<file path="src/design/iir_order3_spike_reject_filter_assert.svh">
// Assertion macros used by the spike-reject filter top level.
`ifndef IIR_ORDER3_SPIKE_REJECT_FILTER_ASSERT_SVH
`define IIR_ORDER3_SPIKE_REJECT_FILTER_ASSERT_SVH

// The consequent must hold in the same cycle as the antecedent.
`define IOSR_ASSERT_SAME(label, clk, rst_n, ante, cons) \
    label: assert property (@(posedge clk) disable iff (!rst_n) (ante) |-> (cons)) \
        else $error("iosr: same-cycle check failed");

// The consequent must hold in the cycle after the antecedent.
`define IOSR_ASSERT_NEXT(label, clk, rst_n, ante, cons) \
    label: assert property (@(posedge clk) disable iff (!rst_n) (ante) |=> (cons)) \
        else $error("iosr: next-cycle check failed");

`endif

</file>
<file path="src/design/iosr_ram.sv">
// Generic single-write, single-read memory with a registered read port.
module iosr_ram #(
    parameter int WIDTH = 8,
    parameter int DEPTH = 2,
    localparam int ADDR_W = (DEPTH > 1) ? $clog2(DEPTH) : 1
) (
    input  logic              i_clk,
    input  logic              i_we,
    input  logic [ADDR_W-1:0] i_waddr,
    input  logic [WIDTH-1:0]  i_wdata,
    input  logic              i_re,
    input  logic [ADDR_W-1:0] i_raddr,
    output logic [WIDTH-1:0]  o_rdata
);

    logic [WIDTH-1:0] r_mem [0:DEPTH-1];
    logic [WIDTH-1:0] r_rdata;

    always_ff @(posedge i_clk) begin
        if (i_we) begin
            r_mem[i_waddr] <= i_wdata;
        end
        if (i_re) begin
            r_rdata <= r_mem[i_raddr];
        end
    end

    assign o_rdata = r_rdata;

endmodule

</file>
<file path="config.mk">
export PLATFORM = sky130hd
export DESIGN_NAME = iosr_ram
export DESIGN_NICKNAME = d
export VERILOG_FILES = /design/src/design/iir_order3_spike_reject_filter_assert.svh /design/src/design/iosr_ram.sv
export SDC_FILE = /design/constraint.sdc
export NUM_CORES = 1
export LEC_CHECK = 0
export ABC_CLOCK_PERIOD_IN_PS = 1410
export BUFFER_PORTS_ARGS = -buffer_cell sky130_fd_sc_hd__buf_2
export CORE_MARGIN = 5
export CORE_UTILIZATION = 48
export CTS_BUF_LIST = sky130_fd_sc_hd__clkbuf_16
export CTS_CLUSTER_SIZE = 28
export DETAILED_ROUTE_END_ITERATION = 8
export PLACE_DENSITY = 0.84
export SETUP_SLACK_MARGIN = 0.1
export SLEW_MARGIN = 15
export SYNTH_ARGS = -nofsm -noshare
export SYNTH_HDL_FRONTEND = slang
export SYNTH_SLANG_ARGS = --single-unit
</file>
<file path="constraint.sdc">
create_clock -name i_clk -period 1.41 [get_ports i_clk]
set_input_delay 0.2115 -clock i_clk [delete_from_list [all_inputs] [get_ports i_clk]]
set_output_delay 0.2115 -clock i_clk [all_outputs]
set_load 0.02 [all_outputs]
</file>
==> results <==
- The area of all placed cells without fillers is 1070 sq um.
- 21 I/O pins were placed.
- The combinational fraction of design power is 7.3%.
- The delay of the slowest cell on the worst path is 360 ps.
- The total setup buffers inserted after CTS is 0.
- The number of violations reported at the end of detailed-routing iteration 0 is 11.
- The routed design has 1.03 mm of wire.
- The leakage power is 0.000420 uW.
- The global-route usage over all layers is 8.82%.
- The worst setup path is of the flop to primary output kind.
- For this run, the top clock speed supported by timing is 1020 MHz.
- The cell count after synthesis came out at 35.
- The total number of H-tree levels is 1.
- The kind of end point of the critical path is a primary output.
- The fraction of post-synthesis cell area in the top cell type by area is 83.4%.
- The number of nets still failing antenna checks after routing is 0.
- The library cell used most frequently in the layout, excluding fill and tap cells, is sky130_fd_sc_hd__edfxtp_1.
- The number of max-slew violations in the final report is 0.
- In this run switching power makes up 17.3% of total power.
- The number of hold buffers added after cts is 0.
- Entering global routing, the biggest net connects 13 pins.
- The largest buffer count on any clock path is 2.
- The global routing stage identified its most utilized layer as met2.
- Traced cell by cell, the critical path runs through buf_2.
- For this run, design rule violations remaining after detail routing come to 0.
- The worst reg-to-reg setup slack is 520 ps.
- The number of global-route vias before repair is 404.
- The final RePlAce weighted congestion is 0.679.
- The global-route track usage on met3 is 5.13%.
- The core region is 1730 sq um.
- Dividing total power by cell area gives a power density of 1440 nW/um^2.
- Setup repair after global routing left no endpoint under its margin.
- Summing every instance area after synthesis gives 865 sq um.
- The nature of the critical path startpoint is a flop.
- The number of antenna diodes in the final layout is 0.
- In this run the most critical hold path is launched from i_wdata[6].
- The count of cells in the finished layout, fillers not included, comes to 83.
- The pre-antenna-repair detailed-routing pass consisted of 2 iterations.
- The class of the tightest hold or removal check is primary input to flop.
- The number of fill cells in the layout is 126.
- In this run, distinct cell masters in the synthesized netlist total 5.
- The count of input and output buffers is 20.
- The number of endpoints with negative hold slack in the final report was 0.
- Sequential cells were found to cover 83.4% of the synthesized design area.
- The root buffer cell is sky130_fd_sc_hd__clkbuf_16.
- The post-route fraction of the period consumed by the critical path is 69.5%.
- Per report_power, the sequential group accounts for 55.5% of the total.
- The first global-routing pass estimated 1.72 mm of wire.
- The number of placement rows is 15.
- Post-CTS repair changed the size of 0 cells.
- The total overflow left after global routing is 0.
- The measured slew at the worst slew-check pin is 351 ps.
- In this run, synthesis produced a sequential element count of 24.
- The proportion of layout cells with a drive suffix above 1 is 55.2%.
- Dividing the detail-routed wire length by the instance count gives 12.4 microns.
- The final total power is 1540 uW.
- sky130_fd_sc_hd__edfxtp_1 takes more of the synthesized area than any other cell.
- CTS saw 24 sinks.
- The path with the worst hold slack has its endpoint at r_mem[1][6]$_DFFE_PP_.
- Broken down by cell family, the worst path's largest delay share belongs to flip-flops.
- The number of buffers created by CTS is 3.
- The switching power is 267 uW.
- The clock reaches the later pin of the worst-skew pair after 250 ps.
- Of all nets on the critical path, the largest fanout is 1.
- Among all stages on the critical path, the largest delay is contributed by sky130_fd_sc_hd__edfxtp_1.
- The mean cell area of the mapped netlist is 24.7 sq um.
- The number of buffers and inverters on the critical path is 1.
- The relative contribution of the clock network to total power is 37.1%.
- In this run the critical register-to-register path is captured at o_rdata[1]$_DFFE_PP_.
- In this run the vertical extent of the chip is 52.4 microns.
- IR analysis of the VDD net gives a maximum drop of 0.860 mV.
- The clock period minus final worst setup slack is 980 ps.
- The start of the worst register-to-register path is r_mem[0][1]$_DFFE_PP_.
- TritonCTS built the clock tree.
- Including well taps, the total number of placed cells is 80.
- The die footprint is 2750 sq um.
- The remaining max-slew budget at the tightest pin is 76.6%.
- The die width is 52.4 microns.
- The signal arrival time at the worst endpoint is 770 ps.
- The flow ran to the end, and the final reports show no timing, DRC or antenna violations.
- Counting instances, the worst hold path has a depth of 1.
- In the final design database the tool counted 73 nets.
- The clock arrives with 1.55 ps of skew.
- The count of maximum capacitance violations is 0.
- The final count of negative-setup-slack endpoints is 0.
- The area growth from synthesis to layout is 23.4%.
- The area after detailed placement is 992 sq um.
- The number of antenna violations at the first check in global routing was 0.
- In the layout the commonest cells are 24 x sky130_fd_sc_hd__edfxtp_1, 20 x sky130_fd_sc_hd__buf_2, 8 x sky130_fd_sc_hd__mux2_4.
- In the post-synthesis netlist, the biggest area contributors are sky130_fd_sc_hd__edfxtp_1 83%, sky130_fd_sc_hd__mux2_4 14%, sky130_fd_sc_hd__buf_6 1.3%, sky130_fd_sc_hd__and2_1 0.72%, sky130_fd_sc_hd__nor2b_1 0.72%.
- For this run, the number of Yosys warnings is 0.
- The aggregate negative setup slack is 0 ps.
- The clock input transition at the sequential cells of the worst setup and hold paths is 50 ps.
- The starting utilization of the core area is 50.1%.
- The via count is 373.
- For this run, global-route usage on met1 was measured as 10.2%.
- The internal power of the cells totals 1270 uW.
- The net count after synthesis is 48.
- For met2 alone, demand over resource in global routing was 13.8%.
- STA puts the critical path data required time at 1200 ps.
- The depth of the worst register-to-register path is 1.
- After detailed routing, the number of vias per cell comes to 4.49.
routing by layer:
layer	vias to the layer above	wire, microns
met5	-	0
met4	0	0
met3	0	121
met2	21	499
met1	169	410
li1	183	-
state kept, by name (all words and copies together) (netlist names):
register	flops
o_rdata	8
r_mem	16
how the worst max path moves through the flow:
| stage | cells past startpoint | slack, ps | startpoint | end |
|---|---|---|---|---|
| 2_1_floorplan | 1 | 410 | i_we | r_mem[0][0]$_DFFE_PP_ |
| 3_3_place_gp | 2 | 390 | i_raddr | o_rdata[6]$_DFFE_PP_ |
| 3_5_place_dp | 2 | 360 | i_raddr | o_rdata[0]$_DFFE_PP_ |
| 4_1_cts | 1 | 410 | o_rdata[7]$_DFFE_PP_ | o_rdata[7] |
| 5_1_grt | 1 | 400 | o_rdata[1]$_DFFE_PP_ | o_rdata[1] |
| 6_report | 1 | 430 | o_rdata[7]$_DFFE_PP_ | o_rdata[7] |
logic make-up after synthesis:
family | after synthesis | synth area share (%)
AND/OR/NAND/NOR | 2 | 1.45
buffers and inverters | 1 | 1.30
multiplexers | 8 | 13.9
flip-flops | 24 | 83.4
synth_stat cells:
cell	n
sky130_fd_sc_hd__and2_1	1
sky130_fd_sc_hd__buf_6	1
sky130_fd_sc_hd__edfxtp_1	24
sky130_fd_sc_hd__mux2_4	8
sky130_fd_sc_hd__nor2b_1	1
per-stage QoR:
stage | worst slack, ps | utilization [%] | hold WS, ps
final | 430 | 61.8 | 149
after global routing | 402 | 61.8 | 143
after CTS | 414 | 61.8 | 147
after detailed placement | 358 | 57.5 | 403
after global placement | 392 | 57.5 | 399
after floorplan | 405 | - | 310
cell type report:
| type | instances | area, sq um | share of cell area [%] |
|---|---|---|---|
| Sequential cell | 24 | 721 | 67.5 |
| Timing Repair Buffer | 21 | 108 | 10.1 |
| Tap cell | 25 | 31.3 | 2.93 |
| Multi-Input combinational cell | 10 | 133 | 12.4 |
| Clock buffer | 3 | 75.1 | 7.03 |
power by group through the flow:
stage          combinational, uW  clock, uW  sequential [uW]
2_1_floorplan               48.8          0              891
3_3_place_gp                 111          0              869
3_5_place_dp                 116          0              870
4_1_cts                      116        585              856
5_1_grt                      122        612              859
6_report                     113        572              855
(Power assumes the default switching activity.)
