`src/design/iir_order3_spike_reject_filter_assert.svh`:
```
// Assertion macros used by the spike-reject filter top level.
`ifndef IIR_ORDER3_SPIKE_REJECT_FILTER_ASSERT_SVH
`define IIR_ORDER3_SPIKE_REJECT_FILTER_ASSERT_SVH

// The consequent must hold in the same cycle as the antecedent.
`define IOSR_ASSERT_SAME(label, clk, rst_n, ante, cons) \
    label: assert property (@(posedge clk) disable iff (!rst_n) (ante) |-> (cons)) \
        else $error("iosr: same-cycle check failed");

// The consequent must hold in the cycle after the antecedent.
`define IOSR_ASSERT_NEXT(label, clk, rst_n, ante, cons) \
    label: assert property (@(posedge clk) disable iff (!rst_n) (ante) |=> (cons)) \
        else $error("iosr: next-cycle check failed");

`endif

```
`src/design/iosr_pkg.sv`:
```
// Constants, types and helper functions shared by the spike-reject filter modules.
package iosr_pkg;

    localparam int ORDER      = 3;
    localparam int NUM_AXES   = 2;
    localparam int AXIS_W     = (NUM_AXES > 1) ? $clog2(NUM_AXES) : 1;
    localparam int SAMPLE_W   = 12;
    localparam int OUT_W      = 16;
    localparam int COEF_W     = 24;
    localparam int LIMIT_W    = 12;
    localparam int FRAC_BITS  = 22;
    localparam int CFG_IDX_W  = 3;
    localparam int CFG_DATA_W = 24;
    localparam int PROD_W     = OUT_W + COEF_W;
    localparam int ACC_W      = PROD_W + 4;
    localparam int Q_W        = ACC_W - FRAC_BITS;
    localparam int NUM_STAGES = 6;

    // Configuration register indexes.
    localparam logic [CFG_IDX_W-1:0] REG_FF_COEF_0   = 3'd0;
    localparam logic [CFG_IDX_W-1:0] REG_FF_COEF_1   = 3'd1;
    localparam logic [CFG_IDX_W-1:0] REG_FF_COEF_2   = 3'd2;
    localparam logic [CFG_IDX_W-1:0] REG_FF_COEF_3   = 3'd3;
    localparam logic [CFG_IDX_W-1:0] REG_FB_COEF_1   = 3'd4;
    localparam logic [CFG_IDX_W-1:0] REG_FB_COEF_2   = 3'd5;
    localparam logic [CFG_IDX_W-1:0] REG_FB_COEF_3   = 3'd6;
    localparam logic [CFG_IDX_W-1:0] REG_SPIKE_LIMIT = 3'd7;

    // Reset values of the configuration registers (Q2.22 coefficients).
    localparam logic [COEF_W-1:0] FF_COEF_0_RST   = 24'sd75912;
    localparam logic [COEF_W-1:0] FF_COEF_1_RST   = 24'sd227737;
    localparam logic [COEF_W-1:0] FF_COEF_2_RST   = 24'sd227737;
    localparam logic [COEF_W-1:0] FF_COEF_3_RST   = 24'sd75912;
    localparam logic [COEF_W-1:0] FB_COEF_1_RST   = -24'sd7382151;
    localparam logic [COEF_W-1:0] FB_COEF_2_RST   = 24'sd4961414;
    localparam logic [COEF_W-1:0] FB_COEF_3_RST   = -24'sd1166268;
    localparam logic [LIMIT_W-1:0] SPIKE_LIMIT_RST = 12'd1000;

    // History reset values.
    localparam logic [SAMPLE_W-1:0] HIST_RST_AXIS0 = 12'd2400;
    localparam logic [SAMPLE_W-1:0] HIST_RST_OTHER = 12'd2000;

    typedef struct packed {
        logic [ORDER:0][COEF_W-1:0] ff;
        logic [ORDER:1][COEF_W-1:0] fb;
        logic [LIMIT_W-1:0]         spike_limit;
    } t_coefs;

    // Per-axis history; index 0 is the most recent entry.
    typedef struct packed {
        logic [ORDER-1:0][SAMPLE_W-1:0] x;
        logic [ORDER-1:0][OUT_W-1:0]    y;
    } t_hist;

    typedef struct packed {
        logic              re;
        logic [AXIS_W-1:0] addr;
    } t_mem_rd;

    typedef struct packed {
        logic              en;
        logic [AXIS_W-1:0] addr;
        t_hist             data;
    } t_mem_wr;

    // History contents of an axis that has never been written.
    function automatic t_hist hist_reset(input logic [AXIS_W-1:0] axis);
        t_hist               h;
        logic [SAMPLE_W-1:0] v;
        v = (axis == '0) ? HIST_RST_AXIS0 : HIST_RST_OTHER;
        for (int k = 0; k < ORDER; k++) begin
            h.x[k] = v;
            h.y[k] = OUT_W'(v);
        end
        return h;
    endfunction

endpackage

```
`src/design/iosr_cfg_regs.sv`:
```
// Configuration register file holding the filter coefficients and the spike limit.
module iosr_cfg_regs (
    input  logic                                i_clk,
    input  logic                                i_rst_n,
    input  logic                                i_wr_en,
    input  logic [iosr_pkg::CFG_IDX_W-1:0]      i_index,
    input  logic [iosr_pkg::CFG_DATA_W-1:0]     i_data,
    output iosr_pkg::t_coefs                    o_coefs
);

    iosr_pkg::t_coefs r_coefs;
    iosr_pkg::t_coefs n_coefs;

    always_comb begin
        n_coefs = r_coefs;
        if (i_wr_en) begin
            case (i_index)
                iosr_pkg::REG_FF_COEF_0:   n_coefs.ff[0] = i_data[iosr_pkg::COEF_W-1:0];
                iosr_pkg::REG_FF_COEF_1:   n_coefs.ff[1] = i_data[iosr_pkg::COEF_W-1:0];
                iosr_pkg::REG_FF_COEF_2:   n_coefs.ff[2] = i_data[iosr_pkg::COEF_W-1:0];
                iosr_pkg::REG_FF_COEF_3:   n_coefs.ff[3] = i_data[iosr_pkg::COEF_W-1:0];
                iosr_pkg::REG_FB_COEF_1:   n_coefs.fb[1] = i_data[iosr_pkg::COEF_W-1:0];
                iosr_pkg::REG_FB_COEF_2:   n_coefs.fb[2] = i_data[iosr_pkg::COEF_W-1:0];
                iosr_pkg::REG_FB_COEF_3:   n_coefs.fb[3] = i_data[iosr_pkg::COEF_W-1:0];
                iosr_pkg::REG_SPIKE_LIMIT: begin
                    n_coefs.spike_limit = i_data[iosr_pkg::LIMIT_W-1:0];
                end
                default: n_coefs = r_coefs;
            endcase
        end
    end

    always_ff @(posedge i_clk) begin
        if (!i_rst_n) begin
            r_coefs.ff[0]       <= iosr_pkg::FF_COEF_0_RST;
            r_coefs.ff[1]       <= iosr_pkg::FF_COEF_1_RST;
            r_coefs.ff[2]       <= iosr_pkg::FF_COEF_2_RST;
            r_coefs.ff[3]       <= iosr_pkg::FF_COEF_3_RST;
            r_coefs.fb[1]       <= iosr_pkg::FB_COEF_1_RST;
            r_coefs.fb[2]       <= iosr_pkg::FB_COEF_2_RST;
            r_coefs.fb[3]       <= iosr_pkg::FB_COEF_3_RST;
            r_coefs.spike_limit <= iosr_pkg::SPIKE_LIMIT_RST;
        end else begin
            r_coefs <= n_coefs;
        end
    end

    assign o_coefs = r_coefs;

endmodule

```
`config.mk`:
```
export PLATFORM = sky130hd
export DESIGN_NAME = iosr_cfg_regs
export DESIGN_NICKNAME = d
export VERILOG_FILES = /design/src/design/iir_order3_spike_reject_filter_assert.svh /design/src/design/iosr_pkg.sv /design/src/design/iosr_cfg_regs.sv
export SDC_FILE = /design/constraint.sdc
export NUM_CORES = 1
export LEC_CHECK = 0
export BUFFER_PORTS_ARGS = -buffer_cell sky130_fd_sc_hd__buf_2
export CAP_MARGIN = 15
export CORE_MARGIN = 2
export CORE_UTILIZATION = 46
export CTS_CLUSTER_DIAMETER = 60
export DETAILED_ROUTE_END_ITERATION = 12
export GPL_ROUTABILITY_DRIVEN = 0
export MAX_ROUTING_LAYER = met4
export PLACE_DENSITY_LB_ADDON = 0.3
export SLEW_MARGIN = 20
export SYNTH_ARGS = -nofsm -noshare
export SYNTH_HDL_FRONTEND = slang
export SYNTH_SLANG_ARGS = --single-unit
```
`constraint.sdc`:
```
create_clock -name i_clk -period 1.4 [get_ports i_clk]
set_input_delay 0.21 -clock i_clk [delete_from_list [all_inputs] [get_ports i_clk]]
set_output_delay 0.21 -clock i_clk [all_outputs]
set_load 0.01 [all_outputs]
```
==> results of run 1 <==
==> power by group through the flow <==
| stage | clock network (W) | registers (W) | logic [W] |
|---|---|---|---|
| final | 0.00459 | 0.00530 | 0.000817 |
| after global routing | 0.00487 | 0.00531 | 0.000878 |
| after floorplan | 0 | 0.00546 | 0.000395 |
| after global placement | 0 | 0.00541 | 0.000800 |
| after detailed placement | 0 | 0.00541 | 0.000820 |
| after CTS | 0.00466 | 0.00530 | 0.000823 |
==> logic make-up after synthesis <==
logic type             Yosys count
buffers and inverters           50
AND/OR/NAND/NOR                239
flip-flops                     180
multiplexers                   180
==> through the flow <==
| step | hold WS (ns) | setup slack (ns) | power (W) |
|---|---|---|---|
| final | 0.0447 | 0.243 | 0.0107 |
| after floorplan | 0.352 | 0.0584 | 0.00585 |
| after global routing | 0.0463 | 0.202 | 0.0111 |
| after detailed placement | 0.445 | 0.00761 | 0.00623 |
| after global placement | 0.440 | 0.0524 | 0.00621 |
| after CTS | 0.0245 | 0.222 | 0.0108 |
==> cell usage in the layout, fill, tap and decap left out <==
cell,count
nand4b_1,3
clkinv_2,3
nor2b_1,98
dfxtp_1,180
nor4b_2,1
clkbuf_1,1
buf_12,10
buf_6,1
nand2_1,129
nor4bb_4,2
clkbuf_16,17
and4b_1,2
clkinvlp_4,4
nand4_1,1
clkbuf_8,3
buf_2,208
buf_4,28
mux2i_1,180
or4b_1,1
inv_6,2
clkinv_4,1
nand4bb_1,1
bufinv_16,1
nand4bb_2,1
==> metal layers <==
layer	wire length, µm	vias up	part of all wire
met1	7850	2543	0.43
met3	909	33	0.050
met4	488	0	0.027
met5	0	-	0
li1	-	2572	-
met2	9040	167	0.49
==> worst min-delay path by stage <==
stage / startpoint / end / depth (start not counted)
floorplan: i_data[13] / o_coefs[25] / 2
global placement: o_coefs[129] / o_coefs[129] / 2
detailed placement: o_coefs[86] / o_coefs[86] / 2
CTS: i_data[16] / o_coefs[76] / 3
global route: i_data[15] / o_coefs[51] / 3
finish: i_data[16] / o_coefs[76] / 3
==> final cells by class <==
class                   instances  share of cell area
repair buffers                247               0.164
clock buffers                  21              0.0527
multi-input cells             419               0.342
well taps                     184              0.0258
clock inverters                11              0.0114
flip-flops and latches        180               0.404
==> impl_metrics.csv, run 1 <==
group,metric,value,unit
critical_path,path_class,"reg -> out",
floorplan,io-pin-count,210,
routing,wl_per_cell,17.2,µm
power,power_leakage,4.49,nW
sta,finalSetupTns,0,ns
logic_synthesis,synth_compound_area_frac,0,
logic_synthesis,postSynthCellCount,649,
power,pwr-share-seq,0.495,
outcome,status,"completed",
critical_path,endpoint,"o_coefs[132]",
logic_synthesis,synth_top_area_share,0.526,
clock_tree,htreeDepth,4,
sta,final_hold_viol_count,0,
sta,setup_viol_count_final,0,
global_route,antenna_found_initial,0,
placed_design,port_buffers,209,
critical_path,cp-start-kind,"flip-flop",
power,sw_frac_of_total,0.235,
logic_synthesis,syn_nets,679,
logic_synthesis,synth_edf_count,0,
critical_path,startpoint,"o_coefs[132]",
sta,slew_headroom,0.748,
critical_path,critPathCaptureType,"primary output",
sta,maxSlewViolCount,0,
global_route,groute.usage.overall,0.235,
routing,wirelength,18.3,mm
critical_path,r2r_slack,0.72,ns
sta,rsz0062_at_grt,"false",
logic_synthesis,synthMuxAreaShare,0.263,
floorplan,start_util,0.471,
clock_tree,cts_buffers,17,
power,power_density,1200,nW/µm²
flow_run,cap_viol_max_count,0,
placed_design,dpl_cell_area,8350,µm²
cells_and_area,fin_nets,895,
critical_path,r2r-start,"o_coefs[53]",
logic_synthesis,synth_seq_area_share,0.526,
floorplan,coreArea,14500,µm²
logic_synthesis,netlist_area,6850,µm²
logic_synthesis,synth_area_leaders,"dfxtp_1, mux2i_1, nor2b_1",
logic_synthesis,synthAdderAreaFrac,0,
sta,finalClockSkew,0,ns
routing,drt-initial-drc-count,308,
floorplan,die_y,126,µm
logic_synthesis,ys_seq_elements,180,
critical_path,crit_path_max_incr_delay,0.37,ns
sta,worst_pin_slew,0.377,ns
critical_path,r2r_end,"o_coefs[53]",
critical_path,cp_cell_sequence,"buf_2",
logic_synthesis,yosysUniqueCellTypes,15,
clock_tree,path_clk_slew,0.07,ns
cells_and_area,num-fill-cells,1236,
critical_path,cp.depth,1,
routing,viasPerCell,5.00,
logic_synthesis,synthFlopType,"dfxtp_1",
placed_design,dp_hpwl,13.4,mm
clock_tree,cts_root_buffer,"clkbuf_16",
logic_synthesis,synth_top_family_by_area,"multiplexers",
logic_synthesis,yosysTopAreaCell,"dfxtp_1",
cells_and_area,largest_reg_flops,180,
placed_design,placed_cells,1030,
routing,vias,5315,
critical_path,r2r_cells,2,
clock_tree,cts.path.max_buffers,2,
logic_synthesis,synth_xor_area_frac,0,
routing,first_pass_iters,5,
sta,fin_crit_sh,0.827,
global_route,grt-busiest-layer,"met2",
cells_and_area,multi_input_area,3050,µm²
floorplan,rows,44,
routing,drc,0,
global_route,met3_usage,0.0459,
logic_synthesis,synthSimpleGateAreaFrac,0.177,
logic_synthesis,synthArstFlopShare,0,
global_route,grt_pass1_vias,5344,
cells_and_area,synthToLayoutAreaGrowth,30.3,%
global_route,grt_pass1_wl,28.2,mm
cells_and_area,final_util,0.614,
worst_hold_path,hold_path.class,"in -> reg",
cells_and_area,stdcell_area,8920,µm²
power,peakVddDrop,804,µV
cells_and_area,regArea,3600,µm²
floorplan,dieWidth,126,µm
routing,ant_nets,0,
critical_path,crit_path_top_delay_cell,"dfxtp_1",
logic_synthesis,postSynthAreaPerCell,10.6,µm²
clock_tree,cts_resized,0,
power,cellInternalPower,0.00819,W
power,p_sw,0.00251,W
clock_tree,cts_tree,"done",
critical_path,crit_family,"flip-flops",
power,power_frac_comb,0.076,
logic_synthesis,synth_common_cells,"dfxtp_1, mux2i_1, nand2_1",
cells_and_area,n_antenna_cell,0,
cells_and_area,layout-drive-gt1-share,0.321,
cells_and_area,instances_no_fill,1062,
sta,period_minus_slack,1.16,ns
floorplan,die-area,15900,µm²
clock_tree,cts_sinks,180,
critical_path,worstPathArrival,0.95,ns
global_route,grt-ovfl-total,0,
global_route,use_met2,0.384,
clock_tree,cts_setup_buffers,0,
power,clock_power_share,0.428,
logic_synthesis,yosys_warnings,0,
critical_path,timing.critical_path.buf_inv,1,
clock_tree,insertion_delay,0.42,ns
critical_path,crit_required,1.19,ns
clock_tree,cts_hold_buf,0,
global_route,grt_max_degree,47,
global_route,grtUsageMet1,0.283,
critical_path,crit_fanout,2,
sta,fmax,864,MHz
No activity file was read; power rests on OpenSTA's default activity.
==> run 2, diff against run 1 <==
--- a/config.mk
+++ b/config.mk
@@ -8,7 +8,7 @@
 export BUFFER_PORTS_ARGS = -buffer_cell sky130_fd_sc_hd__buf_2
 export CAP_MARGIN = 15
 export CORE_MARGIN = 2
-export CORE_UTILIZATION = 46
+export CORE_UTILIZATION = 51
 export CTS_CLUSTER_DIAMETER = 60
 export DETAILED_ROUTE_END_ITERATION = 12
 export GPL_ROUTABILITY_DRIVEN = 0
==> constraint.sdc (replaced) <==
create_clock -name i_clk -period 1.1 [get_ports i_clk]
set_input_delay 0.165 -clock i_clk [delete_from_list [all_inputs] [get_ports i_clk]]
set_output_delay 0.165 -clock i_clk [all_outputs]
set_load 0.01 [all_outputs]
==> impl_metrics.csv, run 2 (same netlist as run 1, synthesis figures left out) <==
group,metric,value,unit
cells_and_area,n_antenna_cell,0,
clock_tree,path_clk_slew,0.06,ns
sta,setup_viol_count_final,0,
clock_tree,cts_sinks,180,
sta,fmax,928,MHz
power,power_leakage,4.59,nW
placed_design,dp_hpwl,13.4,mm
critical_path,r2r_end,"o_coefs[116]",
clock_tree,cts_root_buffer,"clkbuf_16",
floorplan,dieWidth,120,µm
flow_run,cap_viol_max_count,0,
outcome,status,"completed",
cells_and_area,layout_commonest_cell,"buf_2",
cells_and_area,multi_input_area,3060,µm²
sta,hold_ws,0.0138,ns
cells_and_area,final_util,0.699,
cells_and_area,mostFrequentLayoutCells,"buf_2, mux2i_1, nand2_1",
clock_tree,cts_setup_buffers,0,
critical_path,cp.depth,1,
clock_tree,insertion_delay,0.42,ns
clock_tree,cts_tree,"done",
routing,viasPerCell,5.12,
floorplan,coreArea,13200,µm²
worst_hold_path,hold_path.class,"in -> reg",
cells_and_area,regArea,3710,µm²
sta,final_hold_viol_count,0,
cells_and_area,instances_no_fill,1059,
sta,worst_pin_slew,0.340,ns
critical_path,crit_family,"flip-flops",
power,power_density,1620,nW/µm²
routing,wirelength,18.6,mm
critical_path,crit_required,0.94,ns
critical_path,crit_path_max_incr_delay,0.34,ns
cells_and_area,stdcell_area,9220,µm²
global_route,groute.usage.overall,0.266,
cells_and_area,num-fill-cells,1004,
global_route,grt_pass1_wl,28.8,mm
clock_tree,cts_buffers,17,
placed_design,dpl_cell_area,8320,µm²
sta,fin_ws,0.0222,ns
cells_and_area,fin_nets,900,
global_route,grt_pass1_vias,5517,
floorplan,die_y,120,µm
critical_path,timing.critical_path.buf_inv,1,
floorplan,rows,42,
critical_path,r2r_slack,0.40,ns
sta,fin_crit_sh,0.980,
routing,drc,0,
global_route,antenna_found_initial,0,
routing,wl_per_cell,17.5,µm
floorplan,start_util,0.519,
worst_hold_path,min_to,"o_coefs[76]",
critical_path,cp-start-kind,"flip-flop",
routing,vias,5424,
critical_path,crit_path_top_delay_cell,"dfxtp_1",
placed_design,preCtsSetupSlack,-0.247,ns
clock_tree,cts.path.max_buffers,2,
routing,drt-initial-drc-count,251,
critical_path,crit_fanout,2,
routing,ant_nets,0,
placed_design,placed_cells,1026,
sta,finalClockSkew,0,ns
cells_and_area,largest_reg_flops,180,
worst_hold_path,min_path_cells,3,
floorplan,io-pin-count,210,
sta,slew_headroom,0.773,
global_route,grt_max_degree,57,
sta,maxSlewViolCount,0,
global_route,grt-ovfl-total,0,
placed_design,port_buffers,209,
floorplan,die-area,14400,µm²
power,peakVddDrop,1180,µV
worst_hold_path,hold_start,"i_data[16]",
cells_and_area,layout-drive-gt1-share,0.422,
sta,period_minus_slack,1.08,ns
clock_tree,htreeDepth,4,
critical_path,cp_cell_sequence,"buf_2",
critical_path,critPathCaptureType,"primary output",
critical_path,path_class,"reg -> out",
critical_path,r2r-start,"o_coefs[116]",
routing,first_pass_iters,4,
critical_path,r2r_cells,2,
cells_and_area,synthToLayoutAreaGrowth,34.7,%
critical_path,worstPathArrival,0.91,ns
## run 2: cell types whose count changed in the layout (fill, tap and decap cells not counted), moves of 2 or more
cell / previous run / this run
buf_12: 10 / 6
buf_2: 208 / 192
buf_4: 28 / 42
buf_6: 1 / 11
bufinv_16: 1 / 7
clkinvlp_4: 4 / 2
dfxtp_1: 180 / 95
dfxtp_2: 0 / 85
inv_6: 2 / 0
## run 2: layer usage
layer	up-vias	wire (µm)	track usage
met5	-	0	-
met4	0	528	0.107
met3	38	869	0.0642
met2	167	9490	0.446
met1	2635	7690	0.309
li1	2584	-	-
## run 2: stage by stage
| step | total power [W] | TNS, ns |
|---|---|---|
| 2_1_floorplan | 0.00747 | -1.88 |
| 3_3_place_gp | 0.00789 | -16.64 |
| 3_5_place_dp | 0.00792 | -22.28 |
| 4_1_cts | 0.0150 | 0 |
| 5_1_grt | 0.0154 | -0.0154 |
| 6_report | 0.0149 | 0 |
## run 2: worst max-delay path by stage
stage,from,slack (ns),to
final,o_coefs[82],0.02,o_coefs[82]
after global routing,o_coefs[112],-0.006,o_coefs[112]
after CTS,o_coefs[92],0.0003,o_coefs[92]
after detailed placement,i_index[1],-0.25,o_coefs[123]
after global placement,i_index[1],-0.19,o_coefs[104]
after floorplan,i_wr_en,-0.13,o_coefs[100]
## run 2: report_power, final
part / switching [W] / internal, W
Sequential: 0.0000831 / 0.00668
Clock: 0.00251 / 0.00461
Combinational: 0.000587 / 0.000471
Total: 0.00318 / 0.0118
## run 2: layout make-up
class,instances,share of cell area
flip-flops and latches,180,0.402
multi-input cells,419,0.332
repair buffers,252,0.166
clock buffers,19,0.0491
clock inverters,13,0.0274
well taps,176,0.0239
## run 2: repair_timing
action	CTS	global route
cloned	0	0
hold endpoints to repair	1	0
endpoints found under the setup margin	11	80
pin swaps	0	0
hold buffers	1	0
resized for setup	11	90
